### config.mk
export PLATFORM = sky130hd
export DESIGN_NAME = ssh_stats
export DESIGN_NICKNAME = d
export VERILOG_FILES = /design/src/design/ssh_pkg.sv /design/src/design/ssh_stats.sv
export SDC_FILE = /design/constraint.sdc
export NUM_CORES = 1
export LEC_CHECK = 0
export BUFFER_PORTS_ARGS = -buffer_cell sky130_fd_sc_hd__clkbuf_2
export CORE_AREA = 2 2 131 133
export CTS_CLUSTER_SIZE = 8
export DETAILED_ROUTE_END_ITERATION = 10
export DIE_AREA = 0 0 133 135
export SYNTH_ARGS = -nofsm -noshare
export SYNTH_HDL_FRONTEND = slang
export SYNTH_SLANG_ARGS = --single-unit
### constraint.sdc
create_clock -name clock -period 3.2 [get_ports clock]
set_input_delay 0.16 -clock clock [delete_from_list [all_inputs] [get_ports clock]]
set_output_delay 0.16 -clock clock [all_outputs]
set_load 0.02 [all_outputs]
### src/design/ssh_pkg.sv
`default_nettype none

package ssh_pkg;

   // Default sizes, handed down through the top level parameters
   localparam int SAMPLE_BITS_DEF = 16;
   localparam int COUNT_BITS_DEF  = 32;

   // Fixed field widths
   localparam int WORD_BITS  = 16;
   localparam int CNT_OUT_BITS = 32;
   localparam int TOTAL_BITS = 48;
   localparam int CMD_BITS   = 2;

   // Request command codes
   localparam logic [CMD_BITS-1:0] CMD_ADD   = 2'd0;
   localparam logic [CMD_BITS-1:0] CMD_READ  = 2'd1;
   localparam logic [CMD_BITS-1:0] CMD_CLEAR = 2'd2;

   // Control from the sequencer to the statistics unit
   typedef struct packed {
      logic add;
      logic clear;
   } ssh_stats_ctl_type;

   function automatic logic [WORD_BITS-1:0] swap_word(input logic [WORD_BITS-1:0] w,
                                                      input logic swap);
      logic [WORD_BITS-1:0] r;
      r = swap ? {w[7:0], w[15:8]} : w;
      return r;
   endfunction

endpackage

`default_nettype wire

### src/design/ssh_stats.sv
`default_nettype none

module ssh_stats import ssh_pkg::*; #(
   parameter int SAMPLE_BITS = SAMPLE_BITS_DEF
) (
   input  wire logic                          clock,
   input  wire logic                          reset,
   input  wire ssh_stats_ctl_type             ctl,
   input  wire logic signed [SAMPLE_BITS-1:0] left_sample,
   input  wire logic signed [SAMPLE_BITS-1:0] right_sample,
   output logic signed      [SAMPLE_BITS-1:0] left_min,
   output logic signed      [SAMPLE_BITS-1:0] left_max,
   output logic signed      [SAMPLE_BITS-1:0] right_min,
   output logic signed      [SAMPLE_BITS-1:0] right_max,
   output logic                               is_empty,
   output logic             [TOTAL_BITS-1:0]  total
);

   logic signed [SAMPLE_BITS-1:0] left_min_ff, left_max_ff;
   logic signed [SAMPLE_BITS-1:0] right_min_ff, right_max_ff;
   logic                          empty_ff;
   logic [TOTAL_BITS-1:0]         total_ff;

   always_ff @(posedge clock) begin
      if (reset || ctl.clear) begin
         left_min_ff  <= '0;
         left_max_ff  <= '0;
         right_min_ff <= '0;
         right_max_ff <= '0;
         empty_ff     <= 1'b1;
         total_ff     <= '0;
      end else if (ctl.add) begin
         empty_ff <= 1'b0;
         // first pair after a reset or clear seeds both extremes
         if (empty_ff || left_sample < left_min_ff) begin
            left_min_ff <= left_sample;
         end
         if (empty_ff || left_sample > left_max_ff) begin
            left_max_ff <= left_sample;
         end
         if (empty_ff || right_sample < right_min_ff) begin
            right_min_ff <= right_sample;
         end
         if (empty_ff || right_sample > right_max_ff) begin
            right_max_ff <= right_sample;
         end
         if (total_ff != '1) begin
            total_ff <= total_ff + TOTAL_BITS'(1);
         end
      end
   end

   assign left_min  = left_min_ff;
   assign left_max  = left_max_ff;
   assign right_min = right_min_ff;
   assign right_max = right_max_ff;
   assign is_empty  = empty_ff;
   assign total     = total_ff;

endmodule

`default_nettype wire

==> flow_summary.ini, run 1 <==
[synthesis]
avgSynthCellArea_um2 = 8.497
post-synth-top-count-cell = nand2_1
synth_simple_gate_area_share_pct = 21.94
synth.largest_area_cell = dfxtp_1
synthTopCellsByArea = dfxtp_1, ha_1, mux2i_1
synth_warnings = 0
synth_top_family_by_area = simple AND/OR/NAND/NOR gates
synth-seq-area-share_pct = 34.80
syn_area_um2 = 6500
async_reset_ff_share_pct = 0
ys_types = 55
ys.flop_type = dfxtp_1
synthAdderAreaFrac_pct = 12.13
synth_edf_count = 0
synthCells = 765
synth-xor-area-share_pct = 4.177
ys_seq_elements = 113
synthTopCellsByCount = nand2_1, dfxtp_1, inv_1, mux2i_1, ha_1
syn_nets = 864
synth_top_area_share_pct = 34.80
synthMuxAreaShare_pct = 10.63
synth_compound_area_share_pct = 9.856

[sta]
grt_setup_unrepaired = no
skew_ns = 0.009978
whs_ns = 0.02976
timing.final.crit_share_pct = 77.65
clock.fmax_ghz = 0.4025
drv_slew = 0
slew_headroom_pct = 44.65
setup_violations = 0
period_minus_slack_ns = 2.485
fin_tns_setup_ns = 0
hold_violations = 0
tightest_slew_ns = 0.8303

[global_routing]
grt_max_degree = 104
antenna_found_initial = 0
grt_overflow = 0
grt_pass1_wl_mm = 27.14
grtUsageMet3_pct = 4.917
grt_usage_pct = 18.80
grt_pass1_vias = 5414
met1_usage_pct = 25.16
use_met2_pct = 29.10
top_usage_layer = met2

[setup_path]
end_kind = flop
path_buf_inv = 2
critPathArrivalTime_ns = 2.78
startpoint_type = flop
worstSetupPathType = flop to flop
cp_top_family = simple AND/OR/NAND/NOR gates
cpMaxStageDelayCell = or4_1
cp_max_fo = 9
crit_chain = inv_1 > ha_1 > nand4_1 > or4_1 > o21ai_1 > nor3_1 > or3b_1 > buf_4 > mux2i_1
required_ns = 3.50
crit_path_max_incr_delay_ns = 0.56

[clocking]
ctsResizeCount = 0
clk_pin_slew_ns = 0.05
ctsLongestPathBuffers = 2
cts-buffers-inserted = 17
post_cts_buffers = 0
clock_latency_ns = 0.42
root_buffer = clkbuf_16
ctsHtreeMaxLevel = 4
hold_buffers = 0
cts_sinks = 113
cts_tree = yes

[place]
place.gp.congestion = 0.8087
dp_hpwl_mm = 12.27
portBuffers = 148

[routing]
drc = 0
vias = 5797
vias_per_cell = 5.072
drt-total-wl_mm = 16.56
firstDrtPassIters = 5
drt_iter0_drc = 231
ant_nets = 0
wl_per_cell_um = 14.49

[finish]
synthToLayoutAreaGrowth_pct = 24.68
fin_nets = 1009
drive_gt1_share_pct = 21.78
antenna_cells = 0
fin_util_pct = 49.39

[floorplanning]
die_w_um = 133
dieArea_um2 = 17960
start_util_pct = 39.62
num_io_pins = 149
rows = 47
die_h_um = 135
coreArea_um2 = 16410

[flow_run]
drv_cap = 0

[power]
powerDensity_nw_per_um2 = 482.0
p_leak_nw = 3.470
ir_worst_vdd_v = 0.0003513
power_mw = 3.906

[outcome]
status = completed

[hold_path]
hold_class = input pin to flop
final timing paths:
kind,startpoint,end,slack [ns],cells past startpoint
min reg2reg,right_max[15]$_SDFFE_PP0P_,right_max[15]$_SDFFE_PP0P_,0.47,2
max reg2reg,right_max[6]$_SDFFE_PP0P_,right_max[0]$_SDFFE_PP0P_,0.72,9
max,right_max[6]$_SDFFE_PP0P_,right_max[0]$_SDFFE_PP0P_,0.72,9
min,left_sample[0],left_max[0]$_SDFFE_PP0P_,0.03,3
per-layer routing:
layer | routed length (um) | up-vias | part of all wire [%]
met5 | 0 | - | 0
met4 | 298 | 0 | 1.8
met3 | 840 | 21 | 5.1
met2 | 7398 | 130 | 45
met1 | 8019 | 2682 | 48
li1 | - | 2964 | -
area by class of cell:
class                           instances  area [um2]
Clock inverter                          9       127.6
Clock buffer                           23       498.0
Tap cell                              220       275.3
Inverter                               69       259.0
Sequential cell                       113        2262
Timing Repair Buffer                  159       848.3
Multi-Input combinational cell        550        3834
Fill cell                            1616        8303
tightest hold or removal path, cell delays in order:
cell      delay [ns]
clkbuf_2        0.10
nand2_1         0.07
mux2i_1         0.06
sequential cells by signal (all words and copies together) (netlist names):
| signal | cells |
|---|---|
| right_min | 16 |
| total | 48 |
| right_max | 16 |
| left_min | 16 |
| left_max | 16 |
| is_empty | 1 |
layout by cell type, fill, tap and decap left out, types with 12 or more instances in the layout:
cell type,count
clkbuf_2,148
nand2_1,132
dfxtp_1,113
inv_1,69
mux2i_1,69
ha_1,63
nor2_1,49
a21oi_1,29
xnor2_1,28
nand4_1,26
nand3_1,17
clkbuf_16,17
or3_1,12
power by group:
group	internal [mW]	switching [mW]	leakage (nW)
Clock	1.32	0.665	0.301
Sequential	1.44	0.0287	0.916
Combinational	0.181	0.267	2.25
Total	2.95	0.961	3.47
per-stage QoR:
step                setup slack (ns)  cells  area, um2
floorplan                     0.6418    765       6500
global placement              0.7709   1111       7478
detailed placement            0.7187   1111       7478
CTS                           0.7088   1143       8104
global route                  0.5178   1143       8104
finish                        0.7152   1143       8104
logic make-up (layout without fill, tap and decap cells):
kind of cell    after synthesis  in the layout
mux                          69             69
xor+xnor                     31             31
flops                       113            113
fa+ha+maj                    63             63
simple gates                293            293
buf+inv                     102            260
compound gates               94             94
Power figures use the tool's default switching activity.
==> inputs of run 2 (changes only) <==
--- a/config.mk
+++ b/config.mk
@@ -5,11 +5,12 @@
 export SDC_FILE = /design/constraint.sdc
 export NUM_CORES = 1
 export LEC_CHECK = 0
+export ABC_AREA = 1
 export BUFFER_PORTS_ARGS = -buffer_cell sky130_fd_sc_hd__clkbuf_2
-export CORE_AREA = 2 2 131 133
+export CORE_AREA = 2 2 140 142
 export CTS_CLUSTER_SIZE = 8
 export DETAILED_ROUTE_END_ITERATION = 10
-export DIE_AREA = 0 0 133 135
+export DIE_AREA = 0 0 142 144
 export SYNTH_ARGS = -nofsm -noshare
 export SYNTH_HDL_FRONTEND = slang
 export SYNTH_SLANG_ARGS = --single-unit
==> constraint.sdc (replaced) <==
create_clock -name clock -period 2.3 [get_ports clock]
set_input_delay 0.115 -clock clock [delete_from_list [all_inputs] [get_ports clock]]
set_output_delay 0.115 -clock clock [all_outputs]
set_load 0.02 [all_outputs]
==> run 2 against run 1 <==
Via count increased by 32%. Sequential power is 40% higher. Design area increased by 13%. Sequential share of layout area shrank 3.3 points. Largest power group unchanged. Utilization down 1.2 points. Synthesized area increased by 15%. Critical endpoint is now left_max[11]$_SDFFE_PP0P_. Power is 42% higher. Combinational power grew 70%.
==> flow_summary.ini, run 2 <==
[outcome]
status = completed

[sta]
hold_violations = 0
drv_slew = 0
slew_headroom_pct = 60.40
skew_ns = 0.006690
tightest_slew_ns = 0.5940
clock.fmax_ghz = 0.4858
setup_violations = 0
period_minus_slack_ns = 2.059
grt_setup_unrepaired = no
fin_tns_setup_ns = 0
timing.final.crit_share_pct = 89.50

[floorplanning]
start_util_pct = 39.20
dieArea_um2 = 20450
rows = 51
coreArea_um2 = 19080
die_w_um = 142
die_h_um = 144
num_io_pins = 149

[synthesis]
synth_top_family_by_area = simple AND/OR/NAND/NOR gates
synth.largest_area_cell = dfxtp_1
syn_area_um2 = 7480
synth_edf_count = 0
avgSynthCellArea_um2 = 6.431
synthTopCellsByArea = dfxtp_1, nand2_1, ha_1
ys_seq_elements = 113
synth_top_area_share_pct = 30.24
synth_warnings = 0
synthCells = 1163
ys.flop_type = dfxtp_1
ys_types = 35
synth-seq-area-share_pct = 30.24
synth-xor-area-share_pct = 3.513
syn_nets = 1262
synth_compound_area_share_pct = 9.619
synthAdderAreaFrac_pct = 10.54
async_reset_ff_share_pct = 0
synthTopCellsByCount = nand2_1, inv_1, nor2_1
synthMuxAreaShare_pct = 0
post-synth-top-count-cell = nand2_1
synth_simple_gate_area_share_pct = 34.73

[routing]
firstDrtPassIters = 5
drt_iter0_drc = 415
ant_nets = 0
drc = 0
wl_per_cell_um = 13.90
vias_per_cell = 4.900
vias = 7668
drt-total-wl_mm = 21.75

[clocking]
ctsLongestPathBuffers = 2
hold_buffers = 0
ctsResizeCount = 0
cts-buffers-inserted = 17
cts_tree = yes
clock_latency_ns = 0.42
post_cts_buffers = 0
clk_pin_slew_ns = 0.05
root_buffer = clkbuf_16
cts_sinks = 113
ctsHtreeMaxLevel = 4

[setup_path]
r2r_start = left_max[7]$_SDFFE_PP0P_
crit_chain = inv_1 > ha_1 > nand2_1 > nor2_2 > o21ai_0 > nand3_1 > nand2_1 > a21oi_1 > nand2_1 > nand2_1 > buf_12 > nand3_1 > nand2_1 > nor2_1
crit_path_frequent_cell = nand2_1
path_buf_inv = 2
critPathArrivalTime_ns = 2.36
crit_path_max_incr_delay_ns = 0.36
startpoint_type = flop
cpMaxStageDelayCell = dfxtp_1
worstSetupPathType = flop to flop
r2r_end = left_max[11]$_SDFFE_PP0P_
cp_max_fo = 26
required_ns = 2.61
r2r_cells = 14
end_kind = flop
cp_top_family = simple AND/OR/NAND/NOR gates
rrSetupSlack_ns = 0.24

[hold_path]
min_from = left_sample[15]
hold_path_end = left_min[15]$_SDFFE_PP0P_
whs_path_depth = 5
hold_class = input pin to flop

[global_routing]
grt_overflow = 0
grt_usage_pct = 21.84
grt_pass1_wl_mm = 35.63
antenna_found_initial = 1
grt_pass1_vias = 7151
grt_max_degree = 130

[place]
dp_hpwl_mm = 16.23
portBuffers = 148
place.gp.congestion = 0.8991
dpl_cell_area_um2 = 8567

[finish]
largest_register_ffs = 48
design_area_um2 = 9190
synthToLayoutAreaGrowth_pct = 22.87
final_cell_mix = nand2_1, inv_1, clkbuf_2
antenna_cells = 0
fin_nets = 1415
drive_gt1_share_pct = 17.78
final_common_cell = nand2_1
fillCellCount = 2008
fin_util_pct = 48.17

[power]
clockPowerShare_pct = 49.3
switching_share_pct = 25.88
ir_worst_vdd_v = 0.0005172
combPwrFrac_pct = 13.6
p_seq_share_pct = 37.0
internal_power_mw = 4.121
switching_power_mw = 1.439
powerDensity_nw_per_um2 = 605.1
p_leak_nw = 4.145

[flow_run]
drv_cap = 0
## run 2: power groups by stage
stage	Combinational [mW]	Clock (mW)	Sequential [mW]
floorplan	0.469	0	2.16
global route	0.880	2.89	2.06
finish	0.759	2.74	2.06
CTS	0.762	2.79	2.06
detailed placement	0.758	0	2.10
global placement	0.746	0	2.10
## run 2: routing by layer
layer / vias up / routed length (um) / global-route usage (%)
met2: 184 / 10020 / 35.75
met3: 29 / 1222 / 4.834
li1: 4007 / - / -
met1: 3446 / 10130 / 28.57
met4: 2 / 357 / 7.316
met5: - / 16 / 0
## run 2: area by class of cell
class | instances | area (um2) | share of cell area, %
multi-input combinational | 839 | 4383 | 47.69
clock inverter | 5 | 100.1 | 1.089
sequential | 113 | 2262 | 24.62
tap | 238 | 297.8 | 3.240
clock buffer | 25 | 505.5 | 5.500
inverter | 164 | 618.1 | 6.726
timing repair buffer | 181 | 1023 | 11.14
## run 2: cells by family (layout without fill, tap and decap cells)
logic type,count (synthesis),after routing
adder cells (fa/ha/maj),63,63
buffers and inverters,211,375
AND/OR/NAND/NOR,607,607
XOR/XNOR,30,30
AO/OA/AOI/OAI,139,139
flip-flops,113,113
## run 2: metrics by stage
stage	hold slack, ns	total power, mW	instances	worst slack (ns)
after CTS	0.05831	5.614	1565	0.1206
after global placement	0.4782	2.845	1535	0.1797
after global routing	0.08047	5.835	1565	0.01506
after detailed placement	0.4886	2.857	1535	0.1273
final	0.07040	5.561	1565	0.2415
after floorplan	0.3467	2.627	1163	0.3229
## run 2: worst max-delay path by stage
stage,start,endpoint,slack (ns),depth (start not counted)
2_1_floorplan,total[0]$_SDFFE_PP0P_,total[1]$_SDFFE_PP0P_,0.32,12
3_3_place_gp,total[0]$_SDFFE_PP0P_,total[24]$_SDFFE_PP0P_,0.18,11
3_5_place_dp,total[0]$_SDFFE_PP0P_,total[24]$_SDFFE_PP0P_,0.13,11
4_1_cts,total[0]$_SDFFE_PP0P_,total[24]$_SDFFE_PP0P_,0.12,11
5_1_grt,left_max[11]$_SDFFE_PP0P_,left_max[11]$_SDFFE_PP0P_,0.02,14
6_report,left_max[7]$_SDFFE_PP0P_,left_max[11]$_SDFFE_PP0P_,0.24,14
## run 2: worst reg2reg max path: stages, from the launching register on
cell and delay, ns:
dfxtp_1 0.36, inv_1 0.06, ha_1 0.29, nand2_1 0.10
nor2_2 0.15, o21ai_0 0.10, nand3_1 0.10, nand2_1 0.07
a21oi_1 0.13, nand2_1 0.06, nand2_1 0.12, buf_12 0.19
nand3_1 0.09, nand2_1 0.09, nor2_1 0.05
